**src/chained_hash_map_unit_assert.svh**
```systemverilog
// Assertion macros shared by the hash map RTL.
`ifndef CHAINED_HASH_MAP_UNIT_ASSERT_SVH
`define CHAINED_HASH_MAP_UNIT_ASSERT_SVH

// Implication in the same cycle, checked outside reset.
`define CHM_ASSERT_NOW(lbl, ante, cons) \
  lbl: assert property (@(posedge clk_i) disable iff (!rst_ni) (ante) |-> (cons)) \
    else $error("assertion failed");

// Implication in the next cycle, checked outside reset.
`define CHM_ASSERT_NEXT(lbl, ante, cons) \
  lbl: assert property (@(posedge clk_i) disable iff (!rst_ni) (ante) |=> (cons)) \
    else $error("assertion failed");

`endif

```
**src/chm_pkg.sv**
```systemverilog
package chm_pkg;

  localparam logic [1:0] CMD_INSERT = 2'd0;
  localparam logic [1:0] CMD_FIND   = 2'd1;
  localparam logic [1:0] CMD_REMOVE = 2'd2;

  localparam logic [2:0] ST_INS_EMPTY = 3'd0;
  localparam logic [2:0] ST_INS_OCC   = 3'd1;
  localparam logic [2:0] ST_FOUND     = 3'd2;
  localparam logic [2:0] ST_MISS      = 3'd3;
  localparam logic [2:0] ST_REMOVED   = 3'd4;
  localparam logic [2:0] ST_FULL      = 3'd5;

  localparam logic [8:0]  BUCKET_COUNT_RST = 9'd251;
  localparam logic [31:0] MIX_MUL1 = 32'h7feb352d;
  localparam logic [31:0] MIX_MUL2 = 32'h846ca68b;

  typedef struct packed {
    logic [1:0]         command;
    logic signed [31:0] key;
    logic [31:0]        value;
  } in_t;

  typedef struct packed {
    logic [2:0]  status;
    logic [31:0] result_value;
    logic [8:0]  entry_count;
  } out_t;

endpackage

```
**src/chm_hash.sv**
```systemverilog
module chm_hash #(
  parameter int MAX_BUCKETS = 256
) (
  input  logic                           clk_i,
  input  logic                           rst_ni,
  input  logic                           start_i,
  input  logic [31:0]                    key_i,
  input  logic [8:0]                     bucket_count_i,
  output logic                           done_o,
  output logic [$clog2(MAX_BUCKETS)-1:0] bucket_o
);

  localparam int BW = $clog2(MAX_BUCKETS);
  localparam int NW = $clog2(MAX_BUCKETS + 1);

  localparam logic [1:0] H_IDLE = 2'd0;
  localparam logic [1:0] H_MUL1 = 2'd1;
  localparam logic [1:0] H_MUL2 = 2'd2;
  localparam logic [1:0] H_DIV  = 2'd3;

  logic [1:0]    state_q, state_d;
  logic [31:0]   x_q, x_d;
  logic [NW-1:0] rem_q, rem_d;
  logic [NW-1:0] n_q, n_d;
  logic [4:0]    step_q, step_d;
  logic          done_q, done_d;

  logic [31:0]   mul_a, mul_b;
  logic [63:0]   prod;
  logic [31:0]   cfg_w;
  logic [NW-1:0] n_eff;
  logic [NW:0]   trial;
  logic          ge;

  // The single multiplier serves both mixing rounds.
  assign mul_a = (state_q == H_MUL1) ? x_q : (x_q ^ (x_q >> 15));
  assign mul_b = (state_q == H_MUL1) ? chm_pkg::MIX_MUL1 : chm_pkg::MIX_MUL2;
  assign prod  = mul_a * mul_b;

  assign cfg_w = 32'(bucket_count_i);
  always_comb begin
    if (cfg_w == 32'd0) begin
      n_eff = NW'(1);
    end else if (cfg_w > 32'(MAX_BUCKETS)) begin
      n_eff = NW'(MAX_BUCKETS);
    end else begin
      n_eff = NW'(cfg_w);
    end
  end

  // One restoring division step per cycle, most significant bit first.
  assign trial = {rem_q, x_q[31]};
  assign ge    = trial >= {1'b0, n_q};

  always_comb begin
    state_d = state_q;
    x_d     = x_q;
    rem_d   = rem_q;
    n_d     = n_q;
    step_d  = step_q;
    done_d  = 1'b0;
    case (state_q)
      H_IDLE: begin
        if (start_i) begin
          x_d     = key_i ^ (key_i >> 16);
          n_d     = n_eff;
          rem_d   = '0;
          step_d  = '0;
          state_d = H_MUL1;
        end
      end
      H_MUL1: begin
        x_d     = prod[31:0];
        state_d = H_MUL2;
      end
      H_MUL2: begin
        x_d     = prod[31:0] ^ (prod[31:0] >> 16);
        state_d = H_DIV;
      end
      H_DIV: begin
        rem_d  = ge ? NW'(trial - {1'b0, n_q}) : NW'(trial);
        x_d    = {x_q[30:0], 1'b0};
        step_d = step_q + 5'd1;
        if (step_q == 5'd31) begin
          done_d  = 1'b1;
          state_d = H_IDLE;
        end
      end
      default: state_d = H_IDLE;
    endcase
  end

  always_ff @(posedge clk_i or negedge rst_ni) begin
    if (!rst_ni) begin
      state_q <= H_IDLE;
      done_q  <= 1'b0;
    end else begin
      state_q <= state_d;
      done_q  <= done_d;
    end
  end

  always_ff @(posedge clk_i) begin
    x_q    <= x_d;
    rem_q  <= rem_d;
    n_q    <= n_d;
    step_q <= step_d;
  end

  assign done_o   = done_q;
  assign bucket_o = rem_q[BW-1:0];

endmodule

```
**config.mk**
```make
export PLATFORM = sky130hd
export DESIGN_NAME = chm_hash
export DESIGN_NICKNAME = d
export VERILOG_FILES = /design/src/chained_hash_map_unit_assert.svh /design/src/chm_pkg.sv /design/src/chm_hash.sv
export SDC_FILE = /design/constraint.sdc
export NUM_CORES = 1
export LEC_CHECK = 0
export ABC_AREA = 1
export BUFFER_PORTS_ARGS = -buffer_cell sky130_fd_sc_hd__buf_2
export CAP_MARGIN = 20
export CORE_MARGIN = 2
export CORE_UTILIZATION = 55
export DETAILED_ROUTE_END_ITERATION = 8
export PLACE_DENSITY = 0.75
export SLEW_MARGIN = 5
export SYNTH_ARGS = -nofsm -noshare
export SYNTH_HDL_FRONTEND = slang
export SYNTH_SLANG_ARGS = --single-unit
export TNS_END_PERCENT = 20
```
**constraint.sdc**
```tcl
create_clock -name clk_i -period 7.65 [get_ports clk_i]
set_clock_uncertainty 0.05 [all_clocks]
set_input_delay 2.295 -clock clk_i [delete_from_list [all_inputs] [get_ports clk_i]]
set_output_delay 2.295 -clock clk_i [all_outputs]
set_load 0.01 [all_outputs]
```
### Yosys cells after proc, flatten, opt, wreduce, memory -nomap -nowiden

Index checks and enable logic that the tools add are counted.

| word-level totals | value |
|---|---|
| register bits after elaboration | 58 |
| latch bits | 0 |
| bits in writable memories | 0 |
| memory bits (read-only) | 0 |
| input bits | 44 |
| output and inout bits | 9 |
| logic and storage cells | 43 |
| memories kept | 0 |

| operators by class | value |
|---|---|
| add/sub/neg operators | 2 |
| multipliers | 1 |
| div/mod/pow operators | 0 |
| order comparisons | 2 |
| equality and inequality tests | 6 |
| shift-type cells | 0 |
| mux-type cells | 15 |
| bitwise gates (word level) | 3 |
| reductions and logical operators | 7 |

Operators with widths:

| operator | number |
|---|---|
| $pmux 32 s4 | 1 |
| $mux 32 | 3 |
| $xor 32x16->32 | 2 |
| $logic_not 32->1 | 1 |
| $mul 32x32->32 | 1 |
| $xor 32x17->32 | 1 |
| $mux 9 | 3 |
| $pmux 9 s2 | 1 |
| $ge 10x9->1 | 1 |
| $pmux 5 s2 | 1 |
| $gt 9x9->1 const B | 1 |
| $sub 9x9->9 | 1 |
| $pmux 2 s4 | 1 |
| $reduce_and 2->1 | 3 |
| $add 5x1->5 const B | 1 |
| $eq 5x5->1 const B | 1 |
| $mux 5 | 1 |
| $eq 2x2->1 const B | 2 |
| $mux 2 | 2 |
| $ne 2x2->1 const B | 2 |
| $eq 2x1->1 const B | 1 |
| $logic_not 2->1 | 1 |
| $mux 1 | 2 |
| $reduce_bool 2->1 | 1 |
| $reduce_or 2->1 | 1 |

### Longest topological paths before layout

| depth | value |
|---|---|
| depth after elaboration | 5 |
| depth in mapped cells | 38 |
| mapped depth without buffers | 36 |

### Worst setup path before layout

OpenSTA, ideal clock, no wires.

| timing path | value |
|---|---|
| kind | reg2reg |
| from | register state_q[1] |
| to | register x_q[13] (data pin) |
| setup time | 261 ps |
| data arrival time | 7310 ps |
| required time | 7339 ps |
| slack | 29 ps |
| cell stages (with the launch flop) | 30 |
| path buffers | 4 |
| period minus slack after synthesis | 7621 ps |
| cells stage by stage | dfrtp_1 -> inv_1 -> ha_1 -> inv_2 -> buf_6 -> clkbuf_1 -> clkbuf_1 -> clkbuf_1 -> nand2_1 -> fa_1 -> fa_1 -> fa_1 -> fa_1 -> inv_1 -> fa_1 -> fa_1 -> fa_1 -> fa_1 -> ha_1 -> nand2_1 -> nor4_1 -> nand3_1 -> nand3_1 -> inv_1 -> o21bai_1 -> nand2_1 -> nand2_1 -> nand2_1 -> nand3_1 -> a31oi_1 |

| on the way | value |
|---|---|
| word-level cells in the longest chain between the ends | 5 |
| elaborated cells between the ends (all ways) | 9 |

RTL lines:

| item | RTL line | source |
|---|---|---|
| start, declared | chm_hash.sv:21 | `logic [1:0] state_q, state_d;` |
| start signal, assigned | chm_hash.sv:98 | `state_q <= state_d;` |
| $eq 2x1->1 | chm_hash.sv:36, chm_hash.sv:37, chm_hash.sv:62 |  |
| $mux 32 (on tied branches) | chm_hash.sv:36, chm_hash.sv:37 |  |
| $mul 32x32->32 | chm_hash.sv:38 | `assign prod = mul_a * mul_b;` |
| $xor 32x16->32 | chm_hash.sv:77 | `x_d = prod[31:0] ^ (prod[31:0] >> 16);` |
| $pmux 32 s4 * | chm_hash.sv:62 | `case (state_q)` |
| via x_d[13] | chm_hash.sv:22 | `logic [31:0] x_q, x_d;` |
| end signal, assigned | chm_hash.sv:104 | `x_q <= x_d;` |
| end, declared | chm_hash.sv:22 |  |

The timed path passes the listed nets; every way through them passes the cells marked *.
A chain may end at the register's enable or synchronous reset.

### Final worst setup path

Ends and elaborated chain as after synthesis.

==> qor.txt <==
Mux contribution to synthesized area = 0%
Vias = 13.1k
Slew Viols, Final = 0
Initial antenna violation count = 0
Row count = 61
GRT Overall Usage = 35.4%
Clk slew on worst S/H paths = 50 ps
Fin crit share = 97.4%
First-pass GRT wire length = 78700 um
Ys flop type = edfxtp_1
Reg2reg path depth = 29
Port buffer count = 52
Ant. Diodes = 0
Post-DP Area = 0.0174 mm^2
Drt pass-1 iters = 5
Core region area = 0.0279 mm^2
Multi-input logic area = 0.0121 mm^2
Max Buffers Root-to-Sink = 2
H-tree depth = 3
Cell mode on critical path = fa_1
DRT iter0 DRCs = 1351
Data arrival, critical path = 7480 ps
Post-synth cell types = 51
Max Cap Viol = 0
Reg2Reg Setup Slack = 200 ps
EDFF count, synth = 55
Critical path endpoint category = flop
CTS tree = done
Drt drc = 0
Total Neg Setup Slack = 0 ps
Hold Crit Start = state_q[1]
Detail Route Antenna Nets = 0
Fillers = 2354
Syn-to-layout area delta = 14.6%
Synth warnings = 0
Compound-Gate Fraction of Synth Area = 6.61%
Share of cells above drive strength 1 = 13.9%
Worst Hold Class = reg -> reg
Post-detail-place hpwl = 45400 um
Die X = 173 um
Gpl congestion = 1.07
Die ar. = 0.0298 mm^2
Seq/Total Area, Yosys = 11.0%
Synth Area in Adders = 51.2%
FF/Latch Area = 0.00173 mm^2
CTS sink cnt = 58
Num ports = 53
Largest net degree at the start of global routing = 34
Synth Instances = 1832
Worst skew pair latency = 340 ps
Post-Layout Inst Area = 0.0179 mm^2
Avg Inst Size Synth = 8.53 um^2
Asr flop ratio synth = 5.17%
Via density per instance = 5.40
Vias in the first global route = 13.8k
Seq cells post-synth = 58
Nets = 2547
RSZ-0062 raised after global routing = true
Hold Path Sink = state_q[1]
CP Launch Type = flop
Most frequent cells in the layout = inv_1, nand2_1, fa_1
Crit-path slowest cell = fa_2
WHS Path Cells = 2
Overflow after GRT = 0
R2R Path Start = state_q[1]
DRT Wirelength = 50900 um
CP Max Fanout = 31
Slew headroom = 37.9%
Worst Setup Path Type = reg -> reg
Critical R2R Capture = x_q[13]
CTS Buf Count = 9
Synthesized area = 0.0156 mm^2
Final hold slack = 564 ps
Worst Tran Pin Value = 932 ps
WL/cell = 21.0 um
Critical Path RT = 7680 ps
Status = finished clean
Max Fclk = 0.134 GHz
Xor/xnor share of the synthesized area = 3.47%
Min Tclk post-route = 7450 ps
Synth Area in Simple Gates = 13.6%
CTS root buffer = clkbuf_16
Slowest cell delay on critical path = 570 ps
Initial cell density of the core = 56.1%
Die span in y = 173 um
Final hold vios = 0
Commonest non-fill, non-tap cell in the layout = inv_1
Setup violators final = 0
Largest family of logic cells by synthesized area = adder cells
-- logic make-up after synthesis --
logic type,after synthesis
compound gates,172
xor+xnor,62
fa+ha+maj,466
buf+inv,567
flops,58
other cells,2
simple gates,505
-- per-stage QoR --
stage,setup slack (ps),utilization (%),cells
2_1_floorplan,28.6,-,1870
3_3_place_gp,-29.9,62.3,2401
3_5_place_dp,-126,62.3,2401
4_1_cts,2.26,63.5,2417
5_1_grt,-56.3,64.3,2420
6_report,197,64.3,2420
-- Yosys cell counts (3+ instances only) --
library cell / n / area share (%)
xor2_1: 39 / 2.2
inv_1: 527 / 13
a31oi_1: 6 / 0.24
ha_1: 176 / 14
a21oi_2: 4 / 0.22
o221ai_1: 10 / 0.56
clkbuf_1: 17 / 0.41
nor3_1: 6 / 0.19
edfxtp_1: 55 / 11
dfrtp_1: 3 / 0.48
nand3b_1: 5 / 0.24
or2_2: 12 / 0.48
inv_2: 4 / 0.096
o211ai_1: 9 / 0.43
o21ai_1: 5 / 0.16
fa_1: 290 / 37
nand3_2: 5 / 0.32
nand4_1: 4 / 0.16
buf_4: 8 / 0.38
nor4_1: 6 / 0.24
a21oi_1: 69 / 2.2
nor2_1: 64 / 1.5
or2_1: 3 / 0.12
a22oi_1: 3 / 0.14
xnor2_1: 23 / 1.3
nand3_1: 74 / 2.4
nand2_2: 4 / 0.16
nand2_1: 319 / 7.7
a21o_1: 6 / 0.29
o21ai_0: 38 / 1.2
o21bai_1: 7 / 0.34
buf_2: 5 / 0.16
-- how the worst max path moves through the flow --
stage,startpoint,to,slack (ps),cells past startpoint
CTS,state_q[1],x_q[13],2,30
global route,state_q[1],x_q[10],-60,29
finish,state_q[1],x_q[13],200,29
global placement,state_q[1],x_q[13],-30,28
floorplan,state_q[1],x_q[13],30,29
detailed placement,state_q[1],x_q[13],-130,30
-- flip-flops by register name (all words and copies together) (netlist names) --
name     cells
x_q         32
state_q      2
step_q       5
rem_q        9
done_o       1
n_q          9
-- per-layer routing --
metal  share of wire [%]  wire [um]  GRT usage (%)  up-vias
li1                    -          -              -     5892
met1                  40      20300           47.7     6384
met2                  47      24000           59.3      648
met3                 7.9       4030           3.32      145
met4                 5.0       2540           14.8        0
met5                   0          0              0        -
-- worst max-delay path, delay by kind of cell (launching register included) --
family	cells	cell delay (ps)
fa+ha+maj	10	4520
compound gates	7	870
flops	1	380
simple gates	5	660
buf+inv	7	700
-- repair_timing --
item / 4_1_cts / 5_1_grt
buffers inserted: 0 / 3
setup endpoints to repair: 14 / 30
cloned: 0 / 0
endpoints found under the hold margin: 0 / 0
hold buffers: 0 / 0
resized for setup: 12 / 56
pin swaps: 1 / 6
-- cell type report --
type | instances | share of cell area, %
Clock inverter | 5 | 0.440
Inverter | 533 | 11.2
Tap cell | 378 | 2.64
Clock buffer | 11 | 1.30
Multi-Input combinational cell | 1245 | 67.4
Sequential cell | 58 | 9.64
Timing Repair Buffer | 190 | 7.35
Power is not shown: default switching activity piles up to over one toggle a cycle in this logic, so the estimate is an artifact.
